[src/rtl/core/keyed_record_table_unit_assert.svh]
// Assertion macros for the keyed record table unit
`ifndef KEYED_RECORD_TABLE_UNIT_ASSERT_SVH
`define KEYED_RECORD_TABLE_UNIT_ASSERT_SVH
`ifndef SYNTHESIS
// Same-cycle implication check
`define KRT_CHECK(lbl, clk, rst_n, ante, cons, msg) \
	lbl: assert property (@(posedge clk) disable iff (!rst_n) (ante) |-> (cons)) \
		else $error(msg);
// Next-cycle implication check
`define KRT_CHECK_NEXT(lbl, clk, rst_n, ante, cons, msg) \
	lbl: assert property (@(posedge clk) disable iff (!rst_n) (ante) |=> (cons)) \
		else $error(msg);
`else
`define KRT_CHECK(lbl, clk, rst_n, ante, cons, msg)
`define KRT_CHECK_NEXT(lbl, clk, rst_n, ante, cons, msg)
`endif
`endif

[src/rtl/core/krt_pkg.sv]
// Shared types and codes for the keyed record table
package krt_pkg;

	// Operation codes on func
	localparam logic [2:0] FN_ADD   = 3'd0;
	localparam logic [2:0] FN_MARK  = 3'd1;
	localparam logic [2:0] FN_CARGO = 3'd2;
	localparam logic [2:0] FN_LOC   = 3'd3;
	localparam logic [2:0] FN_FIND  = 3'd4;

	// Outcome codes
	localparam logic [2:0] OC_ADDED     = 3'd0;
	localparam logic [2:0] OC_UPDATED   = 3'd1;
	localparam logic [2:0] OC_FULL      = 3'd2;
	localparam logic [2:0] OC_NOT_FOUND = 3'd3;
	localparam logic [2:0] OC_FOUND     = 3'd4;

	// Cargo state codes
	localparam logic [1:0] CS_NOT_RECEIVED = 2'd0;
	localparam logic [1:0] CS_RECEIVED     = 2'd1;
	localparam logic [1:0] CS_UNKNOWN      = 2'd2;

	typedef enum logic [1:0] {
		ST_IDLE,
		ST_SCAN,
		ST_FIN
	} ctrl_state_t;

	// Search token that walks the cell chain
	typedef struct packed {
		logic        vld;
		logic [2:0]  func;
		logic [15:0] key;
		logic [15:0] dline;
		logic [7:0]  x;
		logic [7:0]  y;
		logic        cargo;
		logic        hit;
		logic        free;
		logic [7:0]  hit_x;
		logic [7:0]  hit_y;
		logic        hit_ld;
		logic [15:0] hit_key;
	} token_t;

	// Write broadcast from the controller to the cells
	typedef struct packed {
		logic        en;
		logic        fill;
		logic        ld;
		logic [15:0] key;
		logic [15:0] dline;
		logic [7:0]  x;
		logic [7:0]  y;
	} commit_t;

endpackage

[src/rtl/core/krt_cell.sv]
// One table slot: record storage plus one stage of the search chain
module krt_cell import krt_pkg::*; #(
	parameter int IW  = 3,
	parameter int IDX = 0
) (
	input  logic          clk,
	input  logic          arst_n,
	input  token_t        tok_i,
	input  logic [IW-1:0] hit_idx_i,
	input  logic [IW-1:0] free_idx_i,
	output token_t        tok_o,
	output logic [IW-1:0] hit_idx_o,
	output logic [IW-1:0] free_idx_o,
	input  commit_t       commit_i,
	input  logic [IW-1:0] commit_idx_i
);

	localparam logic [IW-1:0] MY_IDX = IW'(IDX);

	logic        valid_q;
	logic [15:0] key_q;
	logic [15:0] dline_q;
	logic [7:0]  x_q;
	logic [7:0]  y_q;
	logic        ld_q;

	token_t        tok_n;
	logic [IW-1:0] hidx_n;
	logic [IW-1:0] fidx_n;
	logic          cmp;
	logic          sel;

	token_t        tok_s1;
	logic [IW-1:0] hit_idx_s1;
	logic [IW-1:0] free_idx_s1;

	assign sel = commit_i.en && (commit_idx_i == MY_IDX);

	// Match this slot against the passing token
	always_comb begin
		tok_n  = tok_i;
		hidx_n = hit_idx_i;
		fidx_n = free_idx_i;
		if (tok_i.func == FN_FIND) begin
			cmp = (x_q == tok_i.x) && (y_q == tok_i.y);
		end else begin
			cmp = (key_q == tok_i.key);
		end
		if (valid_q && cmp && !tok_i.hit) begin
			tok_n.hit     = 1'b1;
			tok_n.hit_x   = x_q;
			tok_n.hit_y   = y_q;
			tok_n.hit_ld  = ld_q;
			tok_n.hit_key = key_q;
			hidx_n        = MY_IDX;
		end
		if (!valid_q && !tok_i.free) begin
			tok_n.free = 1'b1;
			fidx_n     = MY_IDX;
		end
	end

	// Advance the token to the next cell
	always_ff @(posedge clk or negedge arst_n) begin
		if (!arst_n) begin
			tok_s1 <= '0;
		end else begin
			tok_s1 <= tok_n;
		end
	end

	always_ff @(posedge clk) begin
		hit_idx_s1  <= hidx_n;
		free_idx_s1 <= fidx_n;
	end

	// Mark the slot used on a fill
	always_ff @(posedge clk or negedge arst_n) begin
		if (!arst_n) begin
			valid_q <= 1'b0;
		end else if (sel && commit_i.fill) begin
			valid_q <= 1'b1;
		end
	end

	// Write record fields
	always_ff @(posedge clk) begin
		if (sel) begin
			ld_q <= commit_i.ld;
			if (commit_i.fill) begin
				key_q   <= commit_i.key;
				dline_q <= commit_i.dline;
				x_q     <= commit_i.x;
				y_q     <= commit_i.y;
			end
		end
	end

	assign tok_o      = tok_s1;
	assign hit_idx_o  = hit_idx_s1;
	assign free_idx_o = free_idx_s1;

endmodule

[src/rtl/core/krt_ctrl.sv]
// Sequencer: launches searches, decides the result and writes back to the slots
`include "keyed_record_table_unit_assert.svh"
module krt_ctrl import krt_pkg::*; #(
	parameter int SLOT_COUNT = 8,
	parameter int IW         = 3
) (
	input  logic          clk,
	input  logic          arst_n,
	input  logic          in_valid,
	output logic          in_stall,
	input  token_t        tail_i,
	input  logic [IW-1:0] tail_hidx_i,
	input  logic [IW-1:0] tail_fidx_i,
	output commit_t       commit_o,
	output logic [IW-1:0] commit_idx_o,
	output logic          out_valid,
	input  logic          out_stall,
	output logic [2:0]    outcome,
	output logic [1:0]    cargo_state,
	output logic [7:0]    found_x,
	output logic [7:0]    found_y,
	output logic [15:0]   found_address,
	output logic [3:0]    slot_used
);

	localparam logic [3:0] SLOT_NONE = 4'(SLOT_COUNT);

	ctrl_state_t state_q, state_n;

	token_t        tail_q;
	logic [IW-1:0] hidx_q;
	logic [IW-1:0] fidx_q;

	logic          out_valid_q;
	logic [2:0]    outcome_q;
	logic [1:0]    cargo_q;
	logic [7:0]    fx_q;
	logic [7:0]    fy_q;
	logic [15:0]   faddr_q;
	logic [3:0]    slot_q;

	logic          out_free;
	logic          out_load;
	logic [IW+3:0] hidx_ext;
	logic [IW+3:0] fidx_ext;

	logic [2:0]    res_outcome;
	logic [1:0]    res_cargo;
	logic [7:0]    res_x;
	logic [7:0]    res_y;
	logic [15:0]   res_addr;
	logic [3:0]    res_slot;

	assign out_free = !out_valid_q || !out_stall;
	assign hidx_ext = {4'b0, hidx_q};
	assign fidx_ext = {4'b0, fidx_q};

	// State register
	always_ff @(posedge clk or negedge arst_n) begin
		if (!arst_n) begin
			state_q <= ST_IDLE;
		end else begin
			state_q <= state_n;
		end
	end

	// Next state and handshake
	always_comb begin
		state_n  = state_q;
		in_stall = 1'b1;
		out_load = 1'b0;
		unique case (state_q)
			ST_IDLE: begin
				in_stall = 1'b0;
				if (in_valid) begin
					state_n = ST_SCAN;
				end
			end
			ST_SCAN: begin
				if (tail_i.vld) begin
					state_n = ST_FIN;
				end
			end
			ST_FIN: begin
				if (out_free) begin
					out_load = 1'b1;
					state_n  = ST_IDLE;
				end
			end
			default: begin
				state_n = ST_IDLE;
			end
		endcase
	end

	// Hold the token that left the chain
	always_ff @(posedge clk) begin
		if (tail_i.vld) begin
			tail_q <= tail_i;
			hidx_q <= tail_hidx_i;
			fidx_q <= tail_fidx_i;
		end
	end

	// Decide result and write-back from the finished search
	always_comb begin
		res_outcome  = OC_NOT_FOUND;
		res_cargo    = CS_NOT_RECEIVED;
		res_x        = 8'd0;
		res_y        = 8'd0;
		res_addr     = 16'd0;
		res_slot     = SLOT_NONE;
		commit_o     = '0;
		commit_idx_o = hidx_q;
		commit_o.key   = tail_q.key;
		commit_o.dline = tail_q.dline;
		commit_o.x     = tail_q.x;
		commit_o.y     = tail_q.y;
		unique case (tail_q.func)
			FN_ADD: begin
				if (tail_q.hit) begin
					res_outcome = OC_UPDATED;
					res_slot    = hidx_ext[3:0];
					commit_o.en = out_load;
					commit_o.ld = tail_q.cargo;
				end else if (tail_q.free) begin
					res_outcome   = OC_ADDED;
					res_slot      = fidx_ext[3:0];
					commit_o.en   = out_load;
					commit_o.fill = 1'b1;
					commit_o.ld   = tail_q.cargo;
					commit_idx_o  = fidx_q;
				end else begin
					res_outcome = OC_FULL;
				end
			end
			FN_MARK: begin
				if (tail_q.hit) begin
					res_outcome = OC_FOUND;
					res_slot    = hidx_ext[3:0];
					commit_o.en = out_load;
					commit_o.ld = 1'b1;
				end
			end
			FN_CARGO: begin
				res_cargo = CS_UNKNOWN;
				if (tail_q.hit) begin
					res_outcome = OC_FOUND;
					res_slot    = hidx_ext[3:0];
					res_cargo   = tail_q.hit_ld ? CS_RECEIVED : CS_NOT_RECEIVED;
				end
			end
			FN_LOC: begin
				if (tail_q.hit) begin
					res_outcome = OC_FOUND;
					res_slot    = hidx_ext[3:0];
					res_x       = tail_q.hit_x;
					res_y       = tail_q.hit_y;
				end
			end
			FN_FIND: begin
				if (tail_q.hit) begin
					res_outcome = OC_FOUND;
					res_slot    = hidx_ext[3:0];
					res_addr    = tail_q.hit_key;
				end
			end
			default: begin
				res_outcome = OC_NOT_FOUND;
			end
		endcase
	end

	// Output register valid
	always_ff @(posedge clk or negedge arst_n) begin
		if (!arst_n) begin
			out_valid_q <= 1'b0;
		end else if (out_load) begin
			out_valid_q <= 1'b1;
		end else if (!out_stall) begin
			out_valid_q <= 1'b0;
		end
	end

	// Output register payload
	always_ff @(posedge clk) begin
		if (out_load) begin
			outcome_q <= res_outcome;
			cargo_q   <= res_cargo;
			fx_q      <= res_x;
			fy_q      <= res_y;
			faddr_q   <= res_addr;
			slot_q    <= res_slot;
		end
	end

	assign out_valid     = out_valid_q;
	assign outcome       = outcome_q;
	assign cargo_state   = cargo_q;
	assign found_x       = fx_q;
	assign found_y       = fy_q;
	assign found_address = faddr_q;
	assign slot_used     = slot_q;

	`KRT_CHECK(a_tail_in_scan, clk, arst_n, tail_i.vld, state_q == ST_SCAN, "token left chain outside scan")
	`KRT_CHECK_NEXT(a_tail_to_fin, clk, arst_n, tail_i.vld, state_q == ST_FIN, "finished search not held")
	`KRT_CHECK(a_commit_with_result, clk, arst_n, commit_o.en, out_load, "slot write without result transfer")
	`KRT_CHECK(a_full_no_slot, clk, arst_n, out_valid_q && (outcome_q == OC_FULL), slot_q == SLOT_NONE, "full result names a slot")

endmodule

[src/rtl/core/keyed_record_table_unit.sv]
// A result is offered after the token has walked all slot cells, been held at the
// chain's tail and loaded into the output register. One search is in flight at a time;
// the token walks the chain one slot per cycle, and slot write-back happens with that load.
// The output register holds a result while the next item is taken in.
// Reset clears every slot's valid mark and all handshake state at once;
// record fields are not reset and are only read behind a valid mark.
module keyed_record_table_unit import krt_pkg::*; #(
	parameter int SLOT_COUNT = 8
) (
	input  logic        clk,
	input  logic        arst_n,
	input  logic        in_valid,
	output logic        in_stall,
	input  logic [2:0]  func,
	input  logic [15:0] ship_address,
	input  logic [15:0] deadline_value,
	input  logic [7:0]  location_x,
	input  logic [7:0]  location_y,
	input  logic        cargo_flag,
	output logic        out_valid,
	input  logic        out_stall,
	output logic [2:0]  outcome,
	output logic [1:0]  cargo_state,
	output logic [7:0]  found_x,
	output logic [7:0]  found_y,
	output logic [15:0] found_address,
	output logic [3:0]  slot_used
);

	localparam int IW = (SLOT_COUNT > 1) ? $clog2(SLOT_COUNT) : 1;

	token_t        tok  [SLOT_COUNT+1];
	logic [IW-1:0] hidx [SLOT_COUNT+1];
	logic [IW-1:0] fidx [SLOT_COUNT+1];
	commit_t       commit;
	logic [IW-1:0] commit_idx;

	// Build the search token at the head of the chain
	always_comb begin
		tok[0]       = '0;
		tok[0].vld   = in_valid && !in_stall;
		tok[0].func  = func;
		tok[0].key   = ship_address;
		tok[0].dline = deadline_value;
		tok[0].x     = location_x;
		tok[0].y     = location_y;
		tok[0].cargo = cargo_flag;
	end

	assign hidx[0] = '0;
	assign fidx[0] = '0;

	// Chain of slot cells
	for (genvar i = 0; i < SLOT_COUNT; i++) begin : g_cell
		krt_cell #(
			.IW  (IW),
			.IDX (i)
		) u_cell (
			.clk          (clk),
			.arst_n       (arst_n),
			.tok_i        (tok[i]),
			.hit_idx_i    (hidx[i]),
			.free_idx_i   (fidx[i]),
			.tok_o        (tok[i+1]),
			.hit_idx_o    (hidx[i+1]),
			.free_idx_o   (fidx[i+1]),
			.commit_i     (commit),
			.commit_idx_i (commit_idx)
		);
	end

	krt_ctrl #(
		.SLOT_COUNT (SLOT_COUNT),
		.IW         (IW)
	) u_ctrl (
		.clk           (clk),
		.arst_n        (arst_n),
		.in_valid      (in_valid),
		.in_stall      (in_stall),
		.tail_i        (tok[SLOT_COUNT]),
		.tail_hidx_i   (hidx[SLOT_COUNT]),
		.tail_fidx_i   (fidx[SLOT_COUNT]),
		.commit_o      (commit),
		.commit_idx_o  (commit_idx),
		.out_valid     (out_valid),
		.out_stall     (out_stall),
		.outcome       (outcome),
		.cargo_state   (cargo_state),
		.found_x       (found_x),
		.found_y       (found_y),
		.found_address (found_address),
		.slot_used     (slot_used)
	);

endmodule
[config.mk]
export PLATFORM = sky130hd
export DESIGN_NAME = keyed_record_table_unit
export DESIGN_NICKNAME = d
export VERILOG_FILES = /design/src/rtl/core/krt_pkg.sv /design/src/rtl/core/krt_cell.sv /design/src/rtl/core/krt_ctrl.sv /design/src/rtl/core/keyed_record_table_unit.sv
export VERILOG_INCLUDE_DIRS = /design/src /design/src/rtl/core
export SDC_FILE = /design/constraint.sdc
export NUM_CORES = 1
export LEC_CHECK = 0
export BUFFER_PORTS_ARGS = -buffer_cell sky130_fd_sc_hd__buf_2
export CAP_MARGIN = 20
export CORE_MARGIN = 2
export CORE_UTILIZATION = 60
export DETAILED_ROUTE_END_ITERATION = 10
export PLACE_DENSITY = 0.75
export SKIP_LAST_GASP = 1
export SLEW_MARGIN = 20
export SYNTH_ARGS = -nofsm -noshare
export SYNTH_HDL_FRONTEND = slang
export SYNTH_SLANG_ARGS = --single-unit
[constraint.sdc]
create_clock -name clk -period 5.1 [get_ports clk]
set_input_delay 0.51 -clock clk [delete_from_list [all_inputs] [get_ports clk]]
set_output_delay 0.51 -clock clk [all_outputs]
set_load 0.02 [all_outputs]
==> results.py, run 1 <==
metrics = {
    "global_routing": {
        "grt_overflow": 0,
        "grt_pass1_wl_mm": 94.0,
        "grt_use_total_pct": 21.6,
        "antenna_found_initial": 0,
        "grt_pass1_vias": 16300,
        "grt_start_max_net_pins": 162,
    },
    "logic_synthesis": {
        "async_reset_ff_share_pct": 58.6,
        "syn-num-nets": 1903,
        "synth_mux_area_share_pct": 7.77,
        "postSynthAreaPerCell_um2": 18.3,
        "synth_top_family_by_area": "multiplexers",
        "ys_seq_elements": 1002,
        "synth_area_um2": 33700,
        "synth-xor-area-share_pct": 6.64,
        "ys_seq_area_share_pct": 79.5,
        "synthSimpleGateAreaFrac_pct": 4.76,
        "synth_warnings": 0,
        "ys.flop_type": "dfrtp_1",
        "yosys.area.top_type_share_pct": 43.5,
        "synthAdderAreaFrac_pct": 0,
        "netlist_top_cells_area": "dfrtp_1 44%, edfxtp_1 34%, mux2_2 7.6%",
        "synth_compound_area_share_pct": 0.749,
        "synth_cells": 1847,
        "synth_top_area_cell": "dfrtp_1",
        "synth_edf_count": 381,
        "synth_cell_types": 41,
    },
    "hold_path": {
        "min_to": "g_cell[0].u_cell.tok_o[40]$_DFF_PN0_",
        "hold_depth": 1,
        "hold_path_class": "input port to register",
        "min_from": "location_y[4]",
    },
    "status": {
        "outcome": "complete, no violations",
    },
    "sta": {
        "period_minus_slack_ns": 3.35,
        "post-route-period-util_pct": 65.8,
        "worstMarginPinSlew_ns": 1.07,
        "clock_skew_ns": 0.0194,
        "maxSlewHeadroom_pct": 28.7,
        "worst_slack_ns": 1.75,
        "fmax_mhz": 298,
        "slew_violations": 0,
        "rsz0062_at_grt": "false",
        "final-hold-violation-count": 0,
        "whs_ns": 0.0291,
        "setup_tns_ns": 0,
        "setup_viol": 0,
    },
    "power_and_ir_drop": {
        "p_sw_share_pct": 20.9,
        "p_sw_mw": 3.44,
        "pwr-share-clk_pct": 42.5,
        "p_seq_share_pct": 55.0,
        "power_density_nw_per_um2": 425,
        "peakVddDrop_mv": 0.297,
        "p_comb_share_pct": 2.5,
        "cellLeakagePower_nw": 16.4,
        "intPower_mw": 13.0,
    },
    "finish": {
        "nets": 2112,
        "fin_util_pct": 70.1,
        "fillCellCount": 3444,
        "syn_to_final_growth_pct": 14.8,
        "drive_above_1_share_pct": 24.6,
    },
    "clock_tree": {
        "cts.sinks": 1002,
        "cts_tree": "done",
        "cts_inserted_buffers": 94,
        "htreeDepth": 3,
        "insertion_delay_ns": 0.64,
        "cts-root-buf": "clkbuf_16",
        "clk_pin_slew_worst_paths_ns": 0.06,
        "cts_resized": 0,
        "max-clock-path-buffers": 3,
    },
    "worst_setup_path": {
        "path_max_fanout": 33,
        "critPathRequiredTime_ns": 5.37,
        "r2r-start": "u_ctrl.tail_q[34]$_DFFE_PP_",
        "cp-start-kind": "register",
        "reg2regPathDepth": 6,
        "arrival_ns": 3.63,
        "end_kind": "register",
        "timing.rr.end": "g_cell[1].u_cell.x_q[4]$_DFFE_PP_",
        "worst-r2r-setup-slack_ns": 1.75,
        "cp-startpoint": "u_ctrl.tail_q[34]$_DFFE_PP_",
        "path_class": "register to register",
    },
    "placed_design": {
        "post-dp-hpwl_mm": 39.2,
        "place.gp.congestion": 0.841,
        "port_buffers": 82,
        "post-place-ws_ns": 1.74,
    },
    "route": {
        "wl_mm": 59.9,
        "ant_nets": 0,
        "routed_via_density": 5.27,
        "vias": 15200,
        "drc": 0,
        "post_drt_wl_per_cell_um": 20.8,
        "drt-pass1-iter-count": 8,
        "drt_iter0_markers": 987,
    },
    "job": {
        "cap_viol_max_count": 0,
    },
    "die": {
        "core_area_um2": 55300,
        "ios": 99,
        "die_x_um": 241,
        "die-height_um": 241,
        "num_rows": 86,
        "die_area_um2": 58200,
        "initial_core_util_pct": 61.0,
    },
}
==> critical path: stages (launching register included) <==
cell and delay (ns):
edfxtp_1 0.56, nor4_2 0.51, a21boi_0 0.20, nor3_1 0.70, nand2b_1 0.31, nor3_2 0.21, buf_4 0.49
==> synthesized netlist by cell type, drive strengths merged (2+ instances only) <==
cell / n
a211oi: 4
nand3: 11
o21ai: 9
nor2: 28
o21bai: 3
or2: 17
edfxtp: 381
nor2b: 12
xor2: 195
nand2b: 16
dfxtp: 34
nor4: 41
dfrtp: 587
mux2i: 2
nand2: 22
clkbuf: 17
nor3: 29
nand4: 20
a21oi: 7
xnor2: 61
or4: 2
inv: 11
and2: 73
buf: 13
o211ai: 5
mux2: 231
nor3b: 7
==> power groups by stage <==
stage | sequential [mW] | combinational [mW] | clock (mW)
floorplan | 9.10 | 0.159 | 0
finish | 9.06 | 0.404 | 7.00
detailed placement | 9.21 | 0.392 | 0
global route | 9.10 | 0.451 | 7.48
CTS | 9.06 | 0.415 | 7.14
global placement | 9.19 | 0.383 | 0
==> worst max path at each step <==
stage	slack, ns	cells past startpoint	to
finish	1.75	6	g_cell[1].u_cell.x_q[4]$_DFFE_PP_
global route	1.63	6	g_cell[0].u_cell.x_q[0]$_DFFE_PP_
CTS	1.75	7	g_cell[4].u_cell.tok_o[10]$_DFF_PN0_
detailed placement	1.74	7	g_cell[4].u_cell.tok_o[5]$_DFF_PN0_
global placement	1.77	7	g_cell[4].u_cell.tok_o[14]$_DFF_PN0_
floorplan	0.75	6	g_cell[5].u_cell.key_q[0]$_DFFE_PP_
==> final cells by class <==
type / count / area (µm²) / area share (%)
Tap cell: 748 / 936 / 2.42
Sequential cell: 1002 / 26800 / 69.2
Inverter: 11 / 41.3 / 0.107
Multi-Input combinational cell: 804 / 6770 / 17.5
Clock inverter: 33 / 352 / 0.907
Clock buffer: 143 / 2840 / 7.33
Antenna cell: 1 / 2.50 / 0.00646
Timing Repair Buffer: 143 / 998 / 2.58
==> registers in the layout, summed over array words and instances (netlist names) <==
| register | cells |
|---|---|
| u_ctrl.tail_q | 39 |
| u_ctrl.found_y | 8 |
| u_ctrl.slot_used | 3 |
| u_ctrl.out_valid | 1 |
| u_ctrl.commit_o | 32 |
| g_cell.u_cell.key_q | 128 |
| g_cell.u_cell.free_idx_o | 17 |
| g_cell.u_cell.ld_q | 8 |
| g_cell.u_cell.valid_q | 8 |
| u_ctrl.found_x | 8 |
| u_ctrl.found_address | 16 |
| g_cell.u_cell.x_q | 64 |
| u_ctrl.fidx_q | 3 |
| g_cell.u_cell.tok_o | 576 |
| g_cell.u_cell.hit_idx_o | 17 |
| u_ctrl.cargo_state | 2 |
| u_ctrl.outcome | 3 |
| u_ctrl.hidx_q | 3 |
| g_cell.u_cell.y_q | 64 |
| u_ctrl.state_q | 2 |
==> repair_timing <==
item	in CTS	in global routing
hold buffers	33	0
setup buffers	0	0
endpoints found under the hold margin	120	0
==> layout by cell type (no fill, tap or decap), drive strengths merged, types with 2 or more instances in the layout <==
master and count:
a211oi 4, a21oi 7, and2 73, buf 110, bufinv 6, clkbuf 143
clkinv 21, clkinvlp 3, dfrtp 587, dfxtp 34, dlygate4sd3 33, edfxtp 381
inv 14, mux2 231, mux2i 2, nand2 22, nand2b 16, nand3 11
nand4 20, nor2 28, nor2b 12, nor3 29, nor3b 7, nor4 41
o211ai 5, o21ai 9, o21bai 3, or2 17, or4 2, xnor2 61
xor2 195
==> cell families after synthesis <==
logic type,Yosys count
flops,1002
buf+inv,41
compound gates,35
xor+xnor,256
mux,233
simple gates,280
==> metal layers <==
metal | GRT usage, % | wire [µm]
met4 | 8.74 | 1890
met3 | 2.99 | 2040
met5 | 0 | 0
met1 | 31.5 | 27700
met2 | 33.4 | 28200
==> per-stage QoR <==
| stage | cell area (µm²) | std cells | power [mW] |
|---|---|---|---|
| floorplan | 33700 | 1847 | 9.25 |
| global placement | 35200 | 2675 | 9.57 |
| detailed placement | 35200 | 2675 | 9.61 |
| CTS | 38700 | 2884 | 16.6 |
| global route | 38700 | 2884 | 17.0 |
| finish | 38800 | 2885 | 16.5 |
Power figures use the tool's default switching activity.
==> run 2, diff against run 1 <==
Settings changed: ABC_AREA set to 1.
Clock period 5.1 ns to 3.24 ns, I/O delays scaled along.
==> run 2 against run 1 <==
- non-clock buffer count rose by 17
- worst setup slack worse by 1.3 ns
- sequential share of layout area down 4.6 points
- die area is 7.9% higher
- sequential power rose by 60%
- count of clock-buffer cells in the layout grew 2
- area after synthesis increased by 8.0%
- wire length is 19% higher
- core utilization down 1.1 points
- register-to-register slack lost 1.3 ns
- total power up 62%
- largest cell class unchanged
- largest power group unchanged
==> results.py, run 2 <==
metrics = {
    "route": {
        "post_drt_wl_per_cell_um": 16.9,
        "ant_nets": 0,
        "drt-pass1-iter-count": 5,
        "routed_via_density": 5.26,
        "drc": 0,
        "wl_mm": 71.0,
        "drt_iter0_markers": 1556,
        "vias": 22100,
    },
    "logic_synthesis": {
        "synth_area_um2": 36400,
        "synth_cells": 3185,
        "yosysMostFrequentCell": "nand2_1",
        "ys.flop_type": "dfrtp_1",
        "synth_cell_types": 31,
        "ys_seq_elements": 1002,
        "synth_warnings": 0,
        "synth_compound_area_share_pct": 0.433,
        "synth-xor-area-share_pct": 2.02,
        "synthTopCellsByCount": "938 x nand2_1, 587 x dfrtp_1, 386 x inv_1",
        "synth_mux_area_share_pct": 0,
        "syn-num-nets": 3241,
        "ys_seq_area_share_pct": 73.6,
        "synth_top_area_cell": "dfrtp_1",
        "netlist_top_cells_area": "dfrtp_1 40%, edfxtp_1 31%, nand2_1 9.7%",
        "synthAdderAreaFrac_pct": 0,
        "yosys.area.top_type_share_pct": 40.3,
        "synth_top_family_by_area": "simple AND/OR/NAND/NOR gates",
        "synthSimpleGateAreaFrac_pct": 18.6,
        "async_reset_ff_share_pct": 58.6,
        "postSynthAreaPerCell_um2": 11.4,
        "synth_edf_count": 381,
    },
    "sta": {
        "fmax_mhz": 355,
        "period_minus_slack_ns": 2.82,
        "final-hold-violation-count": 0,
        "slew_violations": 0,
        "setup_tns_ns": 0,
        "worstMarginPinSlew_ns": 1.04,
        "maxSlewHeadroom_pct": 30.8,
        "clock_skew_ns": 0.0288,
        "post-route-period-util_pct": 87.0,
        "rsz0062_at_grt": "false",
        "setup_viol": 0,
    },
    "hold_path": {
        "hold_path_class": "input port to async pin",
    },
    "global_routing": {
        "antenna_found_initial": 0,
        "grt_pass1_wl_mm": 116,
        "grt_pass1_vias": 22300,
        "grt_overflow": 0,
        "grt_use_total_pct": 23.3,
        "grt_start_max_net_pins": 98,
    },
    "clock_tree": {
        "cts.sinks": 1002,
        "cts_inserted_buffers": 96,
        "insertion_delay_ns": 0.65,
        "cts_tree": "done",
        "max-clock-path-buffers": 3,
        "clk_pin_slew_worst_paths_ns": 0.06,
        "cts_resized": 0,
        "cts-root-buf": "clkbuf_16",
        "htreeDepth": 3,
    },
    "worst_setup_path": {
        "path_max_fanout": 32,
        "cp_slowest_cell": "clkinvlp_4",
        "cp-start-kind": "register",
        "arrival_ns": 3.00,
        "path_class": "register to register",
        "path_cells": "inv_2 -> nand2_2 -> nor2_4 -> nand2_2 -> nor2_4 -> buf_4 -> o21ai_1 -> inv_1 -> nand2_1 -> nor2_2 -> nand2_1 -> clkinvlp_4",
        "end_kind": "register",
        "cp_slowest_stage_delay_ns": 0.56,
        "critPathRequiredTime_ns": 3.42,
    },
    "finish": {
        "nets": 3400,
        "drive_above_1_share_pct": 9.98,
        "fillCellCount": 3971,
        "fin_util_pct": 68.9,
        "multi_input_comb_area_um2": 7670,
        "syn_to_final_growth_pct": 14.0,
        "layout_commonest_cell": "nand2_1",
        "final-seq-area_um2": 26800,
        "largest_reg_flops": 576,
        "layout_common_cells": "938 x nand2_1, 586 x dfrtp_1, 381 x edfxtp_1, 378 x inv_1, 287 x nor2_1",
        "diodes": 0,
    },
    "status": {
        "outcome": "complete, no violations",
    },
    "power_and_ir_drop": {
        "peakVddDrop_mv": 0.398,
        "cellLeakagePower_nw": 19.9,
        "power_density_nw_per_um2": 644,
    },
    "die": {
        "num_rows": 90,
        "die-height_um": 250,
        "core_area_um2": 60200,
        "die_x_um": 250,
        "die_area_um2": 62700,
        "initial_core_util_pct": 60.5,
        "ios": 99,
    },
    "placed_design": {
        "port_buffers": 82,
        "place.gp.congestion": 0.858,
        "post-dp-hpwl_mm": 49.4,
    },
    "job": {
        "cap_viol_max_count": 0,
    },
}
[run 2: worst max-delay path: cells and delay by family (launching register included)]
family / cells / cell delay (ns)
simple gates: 7 / 0.65
buf+inv: 4 / 0.94
flops: 1 / 0.42
compound gates: 1 / 0.34
[run 2: worst paths after layout]
kind                                                           start                                   end  slack (ns)  cells after the start
worst max-delay path                     u_ctrl.tail_q[85]$_DFFE_PP_     g_cell[2].u_cell.y_q[1]$_DFFE_PP_        0.42                     12
min in group clk                                          cargo_flag  g_cell[0].u_cell.tok_o[35]$_DFF_PN0_        0.34                      2
worst min register to register  g_cell[4].u_cell.tok_o[87]$_DFF_PN0_  g_cell[5].u_cell.tok_o[87]$_DFF_PN0_        0.35                      0
max in group asynchronous                                     arst_n  g_cell[7].u_cell.tok_o[44]$_DFF_PN0_        2.00                      3
worst min-delay path                                          arst_n   g_cell[7].u_cell.tok_o[7]$_DFF_PN0_        0.30                      2
worst max register to register           u_ctrl.tail_q[85]$_DFFE_PP_     g_cell[2].u_cell.y_q[1]$_DFFE_PP_        0.42                     12
[run 2: power breakdown]
part           total [mW]  internal, mW  switching [mW]
registers            14.5          13.9           0.635
logic               0.838         0.278           0.560
clock network        11.4          6.80            4.56
total                26.7          21.0            5.76
[run 2: area by class of cell]
cell class	count	area share, %
Clock buffer	145	6.85
Clock inverter	37	1.12
Inverter	398	3.67
Multi-Input combinational cell	1686	18.5
Sequential cell	1002	64.6
Tap cell	782	2.36
Timing Repair Buffer	160	2.96
[run 2: layer usage]
layer  part of all wire (%)  GRT usage, %
met5                      0             0
met4                    3.7          9.41
met3                    5.1          3.56
met2                     48          38.4
met1                     43          31.7
[run 2: logic make-up after synthesis]
family | count (synthesis)
buffers and inverters | 497
AND/OR/NAND/NOR | 1575
AO/OA/AOI/OAI | 27
XOR/XNOR | 84
flip-flops | 1002
[run 2: repair_timing]
item,CTS,global route
buffers inserted,0,0
hold buffers,39,0
hold endpoints to repair,113,0
[run 2: stage by stage]
stage | instance area, µm² | hold slack [ns] | worst slack [ns] | instances | power (mW)
floorplan | 36500 | 0.0284 | 0.192 | 3185 | 14.9
global placement | 37800 | 0.336 | 0.499 | 3989 | 15.5
detailed placement | 37800 | 0.337 | 0.448 | 3989 | 15.6
CTS | 41500 | 0.305 | 0.431 | 4210 | 27.0
global route | 41500 | 0.310 | 0.251 | 4210 | 27.7
finish | 41500 | 0.300 | 0.420 | 4210 | 26.7
==> run 3, diff against run 2 <==
Settings changed: PLACE_DENSITY 0.75 to unset, PLACE_DENSITY_LB_ADDON set to 0.08.
==> run 3 against run 2 <==
- die area stayed put
- critical path depth unchanged
- clock skew fell by 0.0036 ns
- count of clock-buffer cells in the layout increased by 11
- total power decreased by 0.16%
- wire length decreased by 0.93%
- sequential power about the same
- clock power barely moved
- fmax up 3.1%
- critical path type unchanged
- largest power group unchanged
==> results.py, run 3 (same netlist as run 2, synthesis figures left out) <==
metrics = {
    "sta": {
        "worstMarginPinSlew_ns": 1.04,
        "setup_viol": 0,
        "rsz0062_at_grt": "false",
        "slew_violations": 0,
        "final-hold-violation-count": 0,
        "post-route-period-util_pct": 84.4,
        "fmax_mhz": 366,
        "clock_skew_ns": 0.0252,
        "period_minus_slack_ns": 2.73,
        "maxSlewHeadroom_pct": 30.7,
        "setup_tns_ns": 0,
        "worst_slack_ns": 0.506,
    },
    "clock_tree": {
        "postCtsSetupBuffers": 0,
        "insertion_delay_ns": 0.63,
        "clk_pin_slew_worst_paths_ns": 0.06,
        "cts.sinks": 1002,
        "htreeDepth": 3,
        "max-clock-path-buffers": 3,
        "cts-root-buf": "clkbuf_16",
        "cts_tree": "done",
        "cts_inserted_buffers": 97,
    },
    "hold_path": {
        "hold_path_class": "input port to async pin",
    },
    "finish": {
        "layout_commonest_cell": "nand2_1",
        "stdcell_count": 4214,
        "syn_to_final_growth_pct": 14.1,
        "layout_common_cells": "938 x nand2_1, 586 x dfrtp_1, 381 x edfxtp_1, 378 x inv_1, 287 x nor2_1",
        "nets": 3403,
        "drive_above_1_share_pct": 10.1,
        "fin_util_pct": 69.0,
        "postLayoutCellArea_um2": 41600,
        "largest_reg_flops": 576,
        "diodes": 0,
    },
    "placed_design": {
        "post-dp-hpwl_mm": 50.2,
        "post-place-ws_ns": 0.528,
        "dpl.cell_count": 3990,
        "place.gp.congestion": 0.842,
        "port_buffers": 82,
        "postPlaceCellArea_um2": 37900,
    },
    "worst_setup_path": {
        "critPathRequiredTime_ns": 3.39,
        "arrival_ns": 2.89,
        "worst-r2r-setup-slack_ns": 0.51,
        "cp-start-kind": "register",
        "reg2regPathDepth": 12,
        "path_class": "register to register",
        "path_max_fanout": 32,
        "end_kind": "register",
    },
    "global_routing": {
        "grt_start_max_net_pins": 120,
        "busiest_layer": "met2",
        "antenna_found_initial": 0,
        "grt_pass1_vias": 22100,
        "grt_util_met1_pct": 32.5,
        "grt_use_total_pct": 23.3,
        "grt_pass1_wl_mm": 115,
        "grt_util_met3_pct": 3.10,
        "use_met2_pct": 38.0,
        "grt_overflow": 0,
    },
    "job": {
        "cap_viol_max_count": 0,
    },
    "power_and_ir_drop": {
        "power_density_nw_per_um2": 642,
        "cellLeakagePower_nw": 19.9,
        "peakVddDrop_mv": 0.418,
    },
    "die": {
        "num_rows": 90,
        "die_x_um": 250,
        "die-height_um": 250,
        "core_area_um2": 60200,
        "die_area_um2": 62700,
        "initial_core_util_pct": 60.5,
        "ios": 99,
    },
    "route": {
        "drc": 0,
        "vias": 21600,
        "drt_iter0_markers": 1219,
        "routed_via_density": 5.12,
        "ant_nets": 0,
        "post_drt_wl_per_cell_um": 16.7,
        "wl_mm": 70.3,
        "drt-pass1-iter-count": 5,
    },
    "status": {
        "outcome": "complete, no violations",
    },
}
-- run 3: changes by cell type in the layout (fill, tap and decap cells not counted), sizes merged --
cell | previous run | this run
clkinvlp | 12 | 10
buf | 121 | 123
inv | 386 | 384
clkinv | 28 | 26
clkbuf | 145 | 156
bufinv | 9 | 6
-- run 3: worst paths after layout --
kind / startpoint / end
worst max-delay path: u_ctrl.tail_q[85]$_DFFE_PP_ / g_cell[4].u_cell.key_q[14]$_DFFE_PP_
worst min-delay path: arst_n / g_cell[7].u_cell.tok_o[11]$_DFF_PN0_
worst max register to register: u_ctrl.tail_q[85]$_DFFE_PP_ / g_cell[4].u_cell.key_q[14]$_DFFE_PP_
worst min register to register: g_cell[3].u_cell.tok_o[87]$_DFF_PN0_ / g_cell[4].u_cell.tok_o[87]$_DFF_PN0_
max in group asynchronous: arst_n / g_cell[0].u_cell.tok_o[21]$_DFF_PN0_
min in group clk: g_cell[3].u_cell.tok_o[87]$_DFF_PN0_ / g_cell[4].u_cell.tok_o[87]$_DFF_PN0_
-- run 3: report_power, final --
part	internal, mW	leakage (nW)	total (mW)	switching, mW
Clock	6.81	1.61	11.3	4.52
Sequential	13.9	11.2	14.5	0.627
Combinational	0.279	7.09	0.842	0.562
-- run 3: routing by layer --
metal	up-vias	routed length (µm)
li1	10500	-
met3	131	3040
met5	-	0
met4	0	2110
met1	10400	31600
met2	544	33600
-- run 3: cell type report --
type / count / area (µm²)
flip-flops and latches: 1002 / 26800
fillers: 4141 / 18700
multi-input cells: 1686 / 7670
clock buffers: 156 / 3000
inverters: 398 / 1520
repair buffers: 162 / 1290
well taps: 782 / 978
clock inverters: 28 / 293
-- run 3: through the flow --
stage,total power [mW],hold WS [ns]
floorplan,14.9,0.0284
global placement,15.5,0.300
detailed placement,15.6,0.304
finish,26.7,0.237
CTS,26.9,0.224
global route,27.6,0.257
-- run 3: critical path: stages (launching register included) --
cell and delay (ns):
edfxtp_1 0.45, inv_2 0.08, nand2_2 0.07, nor2_4 0.11, nand2_2 0.09, nor2_4 0.13, nand2_1 0.08, o21ai_1 0.25
inv_1 0.12, nand2_1 0.14, nor2_2 0.06, nand2_1 0.12, clkinvlp_4 0.55
-- run 3: repair_timing --
action	in CTS	in global routing
hold buffers	39	0
resized for setup	0	0
hold endpoints to repair	86	0
